### src/design/slxfp_pkg.sv
// Package for the sync/length/XOR frame parser.
// Holds the parse state type, the protocol byte constants and the structs
// shared by the step logic and the top level. Depends on nothing.
`default_nettype none

package slxfp_pkg;

  // Sync sequence, delimiter and the XOR of the fixed header bytes
  localparam logic [7:0] SYNC_0    = 8'h55;
  localparam logic [7:0] SYNC_1    = 8'h4E;
  localparam logic [7:0] SYNC_2    = 8'h45;
  localparam logic [7:0] SYNC_3    = 8'h52;
  localparam logic [7:0] DELIM     = 8'h3A;
  localparam logic [7:0] HDR_CHECK = SYNC_0 ^ SYNC_1 ^ SYNC_2 ^ SYNC_3 ^ DELIM;

  typedef enum logic [2:0] {
    ST_HUNT  = 3'd0,
    ST_N     = 3'd1,
    ST_E     = 3'd2,
    ST_R     = 3'd3,
    ST_COUNT = 3'd4,
    ST_DELIM = 3'd5,
    ST_PAY   = 3'd6
  } parse_state_t;

  // Parser context carried from one byte to the next
  typedef struct packed {
    parse_state_t state;
    logic [7:0]   bytes_left;
    logic [7:0]   running_check;
  } slxfp_ctx_t;

  // Classification of one byte
  typedef struct packed {
    logic [7:0] out_byte;
    logic       payload_valid;
    logic       frame_end;
    logic       frame_good;
  } slxfp_result_t;

endpackage : slxfp_pkg

`default_nettype wire

### src/design/slxfp_if.sv
// Valid/ready channel interfaces of the frame parser: received bytes in,
// classified bytes out. Depends on nothing.
`default_nettype none

interface slxfp_in_if;
  logic       valid;
  logic       ready;
  logic [7:0] rx_byte;

  modport source (output valid, output rx_byte, input ready);
  modport sink   (input valid, input rx_byte, output ready);
endinterface : slxfp_in_if

interface slxfp_out_if;
  logic       valid;
  logic       ready;
  logic [7:0] out_byte;
  logic       payload_valid;
  logic       frame_end;
  logic       frame_good;

  modport source (output valid, output out_byte, output payload_valid,
                  output frame_end, output frame_good, input ready);
  modport sink   (input valid, input out_byte, input payload_valid,
                  input frame_end, input frame_good, output ready);
endinterface : slxfp_out_if

`default_nettype wire

### src/design/slxfp_step.sv
// Per-byte step logic of the frame parser: next context and classification
// of one received byte. Depends on slxfp_pkg.
`default_nettype none

module slxfp_step (
  input  slxfp_pkg::slxfp_ctx_t    ctx_cur,
  input  logic [7:0]               rx_byte,
  output slxfp_pkg::slxfp_ctx_t    ctx_nxt,
  output slxfp_pkg::slxfp_result_t result
);

  logic [7:0]                left_dec;
  slxfp_pkg::parse_state_t   hunt_state;

  assign left_dec   = ctx_cur.bytes_left - 8'd1;
  // A byte that breaks the header is retried as a possible first sync byte
  assign hunt_state = (rx_byte == slxfp_pkg::SYNC_0) ? slxfp_pkg::ST_N : slxfp_pkg::ST_HUNT;

  // Advance the parser by one byte
  always_comb begin
    ctx_nxt              = ctx_cur;
    result.out_byte      = rx_byte;
    result.payload_valid = 1'b0;
    result.frame_end     = 1'b0;
    result.frame_good    = 1'b0;
    case (ctx_cur.state)
      slxfp_pkg::ST_HUNT: begin
        ctx_nxt.state = hunt_state;
      end
      slxfp_pkg::ST_N: begin
        if (rx_byte == slxfp_pkg::SYNC_1) begin
          ctx_nxt.state = slxfp_pkg::ST_E;
        end else if (rx_byte != slxfp_pkg::SYNC_0) begin
          ctx_nxt.state = slxfp_pkg::ST_HUNT;
        end
      end
      slxfp_pkg::ST_E: begin
        ctx_nxt.state = (rx_byte == slxfp_pkg::SYNC_2) ? slxfp_pkg::ST_R : hunt_state;
      end
      slxfp_pkg::ST_R: begin
        ctx_nxt.state = (rx_byte == slxfp_pkg::SYNC_3) ? slxfp_pkg::ST_COUNT : hunt_state;
      end
      slxfp_pkg::ST_COUNT: begin
        ctx_nxt.bytes_left = rx_byte;
        ctx_nxt.state      = slxfp_pkg::ST_DELIM;
      end
      slxfp_pkg::ST_DELIM: begin
        if (rx_byte == slxfp_pkg::DELIM) begin
          ctx_nxt.state         = slxfp_pkg::ST_PAY;
          ctx_nxt.running_check = slxfp_pkg::HDR_CHECK ^ ctx_cur.bytes_left;
        end else begin
          ctx_nxt.state = hunt_state;
        end
      end
      slxfp_pkg::ST_PAY: begin
        ctx_nxt.bytes_left = left_dec;
        if (left_dec != 8'd0) begin
          ctx_nxt.running_check = ctx_cur.running_check ^ rx_byte;
          result.payload_valid  = 1'b1;
        end else begin
          // Checksum byte closes the frame and is not retried as a sync start
          ctx_nxt.state     = slxfp_pkg::ST_HUNT;
          result.frame_end  = 1'b1;
          result.frame_good = (rx_byte == ctx_cur.running_check);
        end
      end
      default: begin
        ctx_nxt.state = slxfp_pkg::ST_HUNT;
      end
    endcase
  end

endmodule : slxfp_step

`default_nettype wire

### src/design/sync_length_xor_frame_parser.sv
// Sync/length/XOR-checksum frame parser, top level.
// Depends on slxfp_pkg, slxfp_if (slxfp_in_if, slxfp_out_if) and slxfp_step.
//
// Usage:
//   in_chan  carries one received byte per transfer (rx_byte).
//   out_chan returns one result per input byte: the byte echoed, a payload
//            flag, a frame-end flag on the closing checksum byte and, with it,
//            a checksum-match flag.
//   Each byte's result is registered and offered on out_chan from the cycle
//   after the byte is taken. Throughput is one byte per cycle while the
//   receiver keeps up, set by the single result register; the parser context
//   updates in the same cycle that a byte is taken.
//   When the receiver stalls, the result register holds its value and
//   in_chan.ready stays high only while the register is being emptied in the
//   same cycle, so a new byte is taken exactly when its result has a place.
//   Reset (rst_n low, synchronous) puts the parser into the hunt for the
//   first sync byte, clears the byte count and checksum, and empties the
//   result register. No clearing pass follows; bytes are taken at once.
`default_nettype none

module sync_length_xor_frame_parser (
  input  wire logic       clk,
  input  wire logic       rst_n,
  slxfp_in_if.sink        in_chan,
  slxfp_out_if.source     out_chan
);

  slxfp_pkg::slxfp_ctx_t    ctx_r;
  slxfp_pkg::slxfp_ctx_t    ctx_nxt;
  slxfp_pkg::slxfp_result_t res_r;
  slxfp_pkg::slxfp_result_t res_nxt;
  logic                     out_valid_r;
  logic                     in_fire;
  logic                     out_fire;

  assign in_chan.ready = !out_valid_r || out_chan.ready;
  assign in_fire       = in_chan.valid && in_chan.ready;
  assign out_fire      = out_valid_r && out_chan.ready;

  slxfp_step u_step (
    .ctx_cur (ctx_r),
    .rx_byte (in_chan.rx_byte),
    .ctx_nxt (ctx_nxt),
    .result  (res_nxt)
  );

  // Advance the parser context on each input transfer
  always_ff @(posedge clk) begin
    if (!rst_n) begin
      ctx_r.state         <= slxfp_pkg::ST_HUNT;
      ctx_r.bytes_left    <= 8'd0;
      ctx_r.running_check <= 8'd0;
    end else if (in_fire) begin
      ctx_r <= ctx_nxt;
    end
  end

  // Hold the result until the receiver takes it
  always_ff @(posedge clk) begin
    if (!rst_n) begin
      out_valid_r <= 1'b0;
    end else if (in_fire) begin
      out_valid_r <= 1'b1;
    end else if (out_fire) begin
      out_valid_r <= 1'b0;
    end
  end

  always_ff @(posedge clk) begin
    if (in_fire) begin
      res_r <= res_nxt;
    end
  end

  assign out_chan.valid         = out_valid_r;
  assign out_chan.out_byte      = res_r.out_byte;
  assign out_chan.payload_valid = res_r.payload_valid;
  assign out_chan.frame_end     = res_r.frame_end;
  assign out_chan.frame_good    = res_r.frame_good;

  // A byte taken as the last of a frame sends the parser back to the hunt
  a_end_to_hunt: assert property (@(posedge clk) disable iff (!rst_n)
    (in_fire && ctx_r.state == slxfp_pkg::ST_PAY && ctx_r.bytes_left == 8'd1)
    |=> (ctx_r.state == slxfp_pkg::ST_HUNT && out_chan.frame_end))
    else $error("frame end did not return parser to hunt");

  // A byte is never both payload and frame end, and a good frame is an end
  a_flags_excl: assert property (@(posedge clk) disable iff (!rst_n)
    out_valid_r |-> (!(res_r.payload_valid && res_r.frame_end)
                     && (!res_r.frame_good || res_r.frame_end)))
    else $error("inconsistent result flags");

  // Every input transfer leaves a result waiting at the next edge
  a_result_kept: assert property (@(posedge clk) disable iff (!rst_n)
    in_fire |=> out_valid_r)
    else $error("result lost after input transfer");

  // Payload flag only while the parser was in the payload phase
  a_pay_phase: assert property (@(posedge clk) disable iff (!rst_n)
    in_fire && ctx_r.state != slxfp_pkg::ST_PAY |=> !res_r.payload_valid && !res_r.frame_end)
    else $error("payload flag outside payload phase");

endmodule : sync_length_xor_frame_parser

`default_nettype wire

### src/flat_wrapper.sv
// flat-port wrapper written by rule: the top's interface ports become plain ports
module sync_length_xor_frame_parser_flat 
  (clk, rst_n, in_chan_valid, in_chan_rx_byte, in_chan_ready, out_chan_valid, out_chan_out_byte, out_chan_payload_valid, out_chan_frame_end, out_chan_frame_good, out_chan_ready);
  slxfp_in_if in_chan_i ();
  slxfp_out_if out_chan_i ();
  input  wire logic clk;
  input  wire logic rst_n;
  input wire logic [$bits(in_chan_i.valid)-1:0] in_chan_valid;
  input wire logic [$bits(in_chan_i.rx_byte)-1:0] in_chan_rx_byte;
  output wire logic [$bits(in_chan_i.ready)-1:0] in_chan_ready;
  output wire logic [$bits(out_chan_i.valid)-1:0] out_chan_valid;
  output wire logic [$bits(out_chan_i.out_byte)-1:0] out_chan_out_byte;
  output wire logic [$bits(out_chan_i.payload_valid)-1:0] out_chan_payload_valid;
  output wire logic [$bits(out_chan_i.frame_end)-1:0] out_chan_frame_end;
  output wire logic [$bits(out_chan_i.frame_good)-1:0] out_chan_frame_good;
  input wire logic [$bits(out_chan_i.ready)-1:0] out_chan_ready;
  assign in_chan_i.valid = in_chan_valid;
  assign in_chan_i.rx_byte = in_chan_rx_byte;
  assign in_chan_ready = in_chan_i.ready;
  assign out_chan_valid = out_chan_i.valid;
  assign out_chan_out_byte = out_chan_i.out_byte;
  assign out_chan_payload_valid = out_chan_i.payload_valid;
  assign out_chan_frame_end = out_chan_i.frame_end;
  assign out_chan_frame_good = out_chan_i.frame_good;
  assign out_chan_i.ready = out_chan_ready;
  sync_length_xor_frame_parser u_core (.clk(clk), .rst_n(rst_n), .in_chan(in_chan_i), .out_chan(out_chan_i));
endmodule
### config.mk
export PLATFORM = sky130hd
export DESIGN_NAME = sync_length_xor_frame_parser_flat
export DESIGN_NICKNAME = d
export VERILOG_FILES = /design/src/design/slxfp_pkg.sv /design/src/design/slxfp_if.sv /design/src/design/slxfp_step.sv /design/src/design/sync_length_xor_frame_parser.sv /design/src/flat_wrapper.sv
export SDC_FILE = /design/constraint.sdc
export NUM_CORES = 1
export LEC_CHECK = 0
export ABC_AREA = 0
export BUFFER_PORTS_ARGS = -buffer_cell sky130_fd_sc_hd__clkbuf_2
export CORE_MARGIN = 2
export CORE_UTILIZATION = 30
export DETAILED_ROUTE_END_ITERATION = 8
export PLACE_DENSITY = 0.59
export SLEW_MARGIN = 15
export SYNTH_ARGS = -nofsm -noshare
export SYNTH_HDL_FRONTEND = slang
export SYNTH_SLANG_ARGS = --single-unit
export TNS_END_PERCENT = 10
### constraint.sdc
create_clock -name clk -period 3 [get_ports clk]
set_input_delay 0.75 -clock clk [delete_from_list [all_inputs] [get_ports clk]]
set_output_delay 0.75 -clock clk [all_outputs]
set_load 0.03 [all_outputs]
## After elaboration in Yosys (flattened, before gate mapping)

Index checks and enable logic that the tools add are counted.

- Word-level logic and storage cells: 58
- Bits of input ports: 12
- Output and inout port bits: 13
- Register bits after elaboration: 31

- Bitwise logic cells: 3
- Equality and inequality tests: 17
- Add/subtract/negate cells: 1
- Reductions and logical operators: 13
- Multiplexer cells: 16

Operators by type and width:

| kind | count |
|---|---|
| equality test 8 x 7 -> 1 bit, second input constant | 4 |
| case mux 8 bit (2 select lines) | 2 |
| case mux 3 bit (7 select lines) | 1 |
| two-way mux 8 bit | 2 |
| two-way mux 3 bit | 5 |
| equality test 3 bit, second input constant | 3 |
| equality test 8 x 6 -> 1 bit, second input constant | 1 |
| equality test 8 bit | 1 |
| inequality test 8 x 7 -> 1 bit, second input constant | 1 |
| nonzero test 8 bit | 1 |
| subtractor 8 x 1 -> 8 bit, second input constant | 1 |
| XOR 8 bit | 1 |
| equality test 3 x 2 -> 1 bit, second input constant | 2 |
| inequality test 2 bit, second input constant | 3 |
| nonzero test 2 bit | 3 |
| two-way mux 1 bit | 4 |
| two-way mux 2 bit | 2 |
| NOT 4 bit | 1 |
| AND reduction 4 bit | 1 |
| equality test 3 x 1 -> 1 bit, second input constant | 1 |
| zero test 3 bit | 1 |
| inequality test 3 bit, second input constant | 1 |
| AND reduction 3 bit | 1 |
| logical AND 1 bit | 2 |
| 5 further kinds | 5 |

## Longest topological paths before layout

- Depth after elaboration: 4
- Gate-level depth with buffers: 9
- Mapped depth without buffers: 8

## Cells and area by module

Synthesis repeated with hierarchy kept, for this count alone.

- Cell total of the unflattened synthesis: 249
- Area, all modules: 2,114.5 µm²

Modules (own cells, without submodules):

| module | times used | cells each | seq. area each (µm²) | area an instance (µm²) |
|---|---|---|---|---|
| sync_length_xor_frame_parser | 1 | 98 | 730.7 | 1,141.1 |
| slxfp_step | 1 | 151 | 0.0 | 973.4 |

## Worst setup path before layout

Ideal clock, no wire load.

- Kind: input port to flip-flop
- Start: input port out_chan_ready
- End: register u_core.ctx_r[13] (netlist name)
- Data required time: 2.863 ns
- Arrival time: 2.277 ns
- Cell stages on the path: 7
- Buffers on the path: 0
- Slack: 0.586 ns
- Library setup time: 0.137 ns
- Cells stage by stage: nand2b_1 > nand2_2 > clkinv_1 > nand2_1 > nor2_1 > o21ai_0 > a21oi_1

- Word-level cells in the longest chain between the ends: 3

RTL lines:

| item | RTL line | RTL |
|---|---|---|
| start: declaration | flat_wrapper.sv:16 | `input wire logic [$bits(out_chan_i.ready)-1:0] out_chan_ready;` |
| logical OR 1 bit | sync_length_xor_frame_parser.sv:36 | `assign in_chan.ready = !out_valid_r \|\| out_chan.ready;` |
| logical AND 1 bit | sync_length_xor_frame_parser.sv:37 | `assign in_fire = in_chan.valid && in_chan.ready;` |
| net u_core.in_fire | sync_length_xor_frame_parser.sv:33 | `logic in_fire;` |
| AND reduction 2 bit (no source line) | - |  |
| end signal: assignment | sync_length_xor_frame_parser.sv:54 | `ctx_r <= ctx_nxt;` |
| end: declaration | sync_length_xor_frame_parser.sv:28 | `slxfp_pkg::slxfp_ctx_t ctx_r;` |

The timed path passes the listed nets, and every way through them passes these cells.
A chain may end at the register's enable or synchronous reset.

## Worst setup path in the final report

- Start: register u_core.ctx_r[8] (netlist name)
- End: register u_core.ctx_r[3] (netlist name)

- Word-level cells in the longest chain between the ends: 4

RTL lines:

| item | RTL line | RTL |
|---|---|---|
| subtractor 8 x 1 -> 8 bit | slxfp_step.sv:15 | `assign left_dec = ctx_cur.bytes_left - 8'd1;` |
| nonzero test 8 bit | slxfp_step.sv:57 | `if (left_dec != 8'd0) begin` |
| inequality test 2 bit (no source line) | - |  |
| AND reduction 4 bit (no source line) | - |  |

Every way passes these cells.

==> metrics.csv <==
metric;value;unit
clkPwrFrac;36.0;%
switching_power;218;uW
crit_fanout;10;
yosysUniqueCellTypes;60;
die_h;84.9;um
gp_congestion;0.847;
critPathLaunch;u_core.ctx_r[8]$_SDFFE_PN0P_;
post_drt_via_cell_ratio;5.40;
cp-start-kind;register;
cts_inserted_buffers;5;
r2r_setup_slack;0.76;ns
finalInstanceArea;0.00224;mm2
power.share.sequential;53.2;%
rsz0062_at_grt;no;
placed_cell_area;0.00216;mm2
grtUsageTotal;14.3;%
dpl.hpwl;3460;um
tightest_slew;0.608;ns
ir_drop;0.000203;V
cts-root-buf;clkbuf_8;
avgSynthCellArea;8.68;um2
ctsHoldBuffers;0;
hold_ws;0.481;ns
status;complete, no violations;
clock_path_buffers;2;
synth_top_area_share;20.4;%
ys_seq_elements;31;
drt_iter0_markers;98;
syn_area;0.00196;mm2
synth_edf_count;11;
wl_met3;315;um
ys.flop_type;dfxtp_1;
slew-limit-headroom;58.9;%
grt_pass1_wl;8160;um
leakage;0.793;nW
nNetsFinal;263;
die_x;84.9;um
synthTopCellsByArea;dfxtp_1 20%, edfxtp_1 17%, o21ai_0 6.4%;
r2r-start;u_core.ctx_r[8]$_SDFFE_PN0P_;
yosysWarnings;0;
drcViolationCount;0;
synth_top_area_cell;dfxtp_1;
power_density;380;mW/mm2
setup_viol;0;
antenna_found_initial;0;
wl_met2;2260;um
synth_fp_nets;240;
pwr-share-comb;10.8;%
dp_cells;319;
std_cell_rows;29;
endpoint;u_core.ctx_r[3]$_SDFFE_PN0P_;
worstPathArrival;2.45;ns
via_count;1767;
die_area;0.00720;mm2
start_util;30.9;%
fin_worst_skew;0.00427;ns
antenna-diode-count;0;
first_pass_iters;4;
crit-reg2reg-capture;u_core.ctx_r[3]$_SDFFE_PN0P_;
grt_max_degree;30;
finalHoldViolCount;0;
clock.fmax;447;MHz
synth.most_common_cell;nand2_1;
tns;0;ns
cts_sinks;31;
utilization;35.3;%
clkLatencyLatePin;0.28;ns
slew_viol_final;0;
met1Wirelength;2290;um
grt_pass1_vias;1620;
ff2ff_path_depth;8;
finalWirelength;4910;um
wl_per_cell;15.0;um
synthArstFlopShare;0;%
synth_commonest_cells;27 x nand2_1, 25 x o21ai_0, 20 x dfxtp_1;
area_delta_synth_final;14.1;%
layout.cells.non_filler;327;
worstSetupPathType;reg2reg;
yosysSeqAreaShare;37.2;%
ios;25;
layout-drive-gt1-share;20.8;%
syn_inst;226;
top_layer_used;met4;
ctsResizeCount;0;
period_share;74.5;%
crit_required;3.21;ns
cts_tree;built;
maxCapViolCount;0;
htreeDepth;2;
grt_overflow_total;0;
post_cts_buffers;0;
p_sw_share;25.6;%
period_minus_slack;2.24;ns
core;0.00635;mm2
min_path_type;reg2reg;
power.internal;633;uW
cp-end-kind;register;
clk_pin_slew_worst_paths;0.06;ns
place.port_buffers;24;
drtAntennaViolNets;0;
worstHoldStart;u_core.ctx_r[0]$_SDFFE_PN0P_;
-- critical path, stage by stage (launching register included) --
cell	delay, ns
dfxtp_1	0.53
inv_1	0.08
ha_1	0.29
o21bai_1	0.20
a21oi_2	0.24
o41ai_2	0.13
nor3_4	0.37
o21ai_0	0.17
a21boi_1	0.15
-- worst min path at each step --
stage	to	slack (ns)	cells after the start
4_1_cts	u_core.ctx_r[0]$_SDFFE_PN0P_	0.48	2
3_5_place_dp	u_core.ctx_r[0]$_SDFFE_PN0P_	0.47	2
5_1_grt	u_core.ctx_r[7]$_SDFFE_PN0P_	0.52	2
3_3_place_gp	u_core.ctx_r[0]$_SDFFE_PN0P_	0.46	2
2_1_floorplan	u_core.ctx_r[0]$_SDFFE_PN0P_	0.45	2
6_report	u_core.ctx_r[0]$_SDFFE_PN0P_	0.48	2
-- placed cells by master (no fill, tap or decap), types with 3 or more instances in the layout --
master,netlist,layout
nor3_1,3,3
nand2b_1,5,5
nand2_1,27,27
clkinv_1,1,3
clkbuf_2,0,24
o21ai_0,25,25
nor4b_1,3,3
nand4_1,3,3
nor3b_1,5,5
xnor2_1,4,4
inv_1,10,10
o22ai_1,7,7
a21boi_0,6,6
edfxtp_1,11,11
a21oi_1,7,7
nand3_1,5,5
buf_4,0,5
xor2_1,4,4
dfxtp_1,20,20
o211ai_1,3,3
nor2_1,16,16
o221ai_1,3,3
clkbuf_8,0,5
-- state kept, by name, indices dropped and copies added (netlist names) --
| name | cells |
|---|---|
| u_core.out_chan.frame_end | 1 |
| u_core.out_chan.payload_valid | 1 |
| u_core.out_chan.out_byte | 8 |
| u_core.out_chan.valid | 1 |
| u_core.out_chan.frame_good | 1 |
| u_core.ctx_r | 19 |
-- logic make-up after synthesis --
family	count (synthesis)	share of synthesized area, %
buffers and inverters	24	5.04
DFF	31	37.2
xor gates and xnor gates	8	3.57
AOI/OAI and AO/OA	69	26.0
and+or+nand+nor	91	26.4
adders and majority gates	2	1.28
muxes	1	0.510
-- per-stage QoR --
step	total power, mW	worst slack [ns]
after floorplan	0.519	0.586
after global placement	0.554	0.568
after detailed placement	0.554	0.523
after CTS	0.860	0.780
after global routing	0.890	0.498
final	0.851	0.765
-- metal layers --
metal  GRT usage [%]  vias to the layer above
met5               0                        -
met4            4.18                        0
met3            3.70                        2
met2            22.0                       55
met1            19.8                      837
li1                -                      873
-- power by group through the flow --
stage	sequential [mW]	clock (mW)	combinational (mW)
after global placement	0.462	0	0.0922
after floorplan	0.477	0	0.0413
after detailed placement	0.462	0	0.0923
final	0.453	0.307	0.0919
after CTS	0.453	0.314	0.0924
after global routing	0.454	0.337	0.0993
-- final cells by class --
cell class                 count  area [um2]
multi-input combinational    171        1130
timing repair buffer          29         158
inverter                      11        41.3
fill                         642        4110
tap                           77        96.3
sequential                    31         731
clock buffer                   6        72.6
clock inverter                 2        7.51
Power figures use the tool's default switching activity.
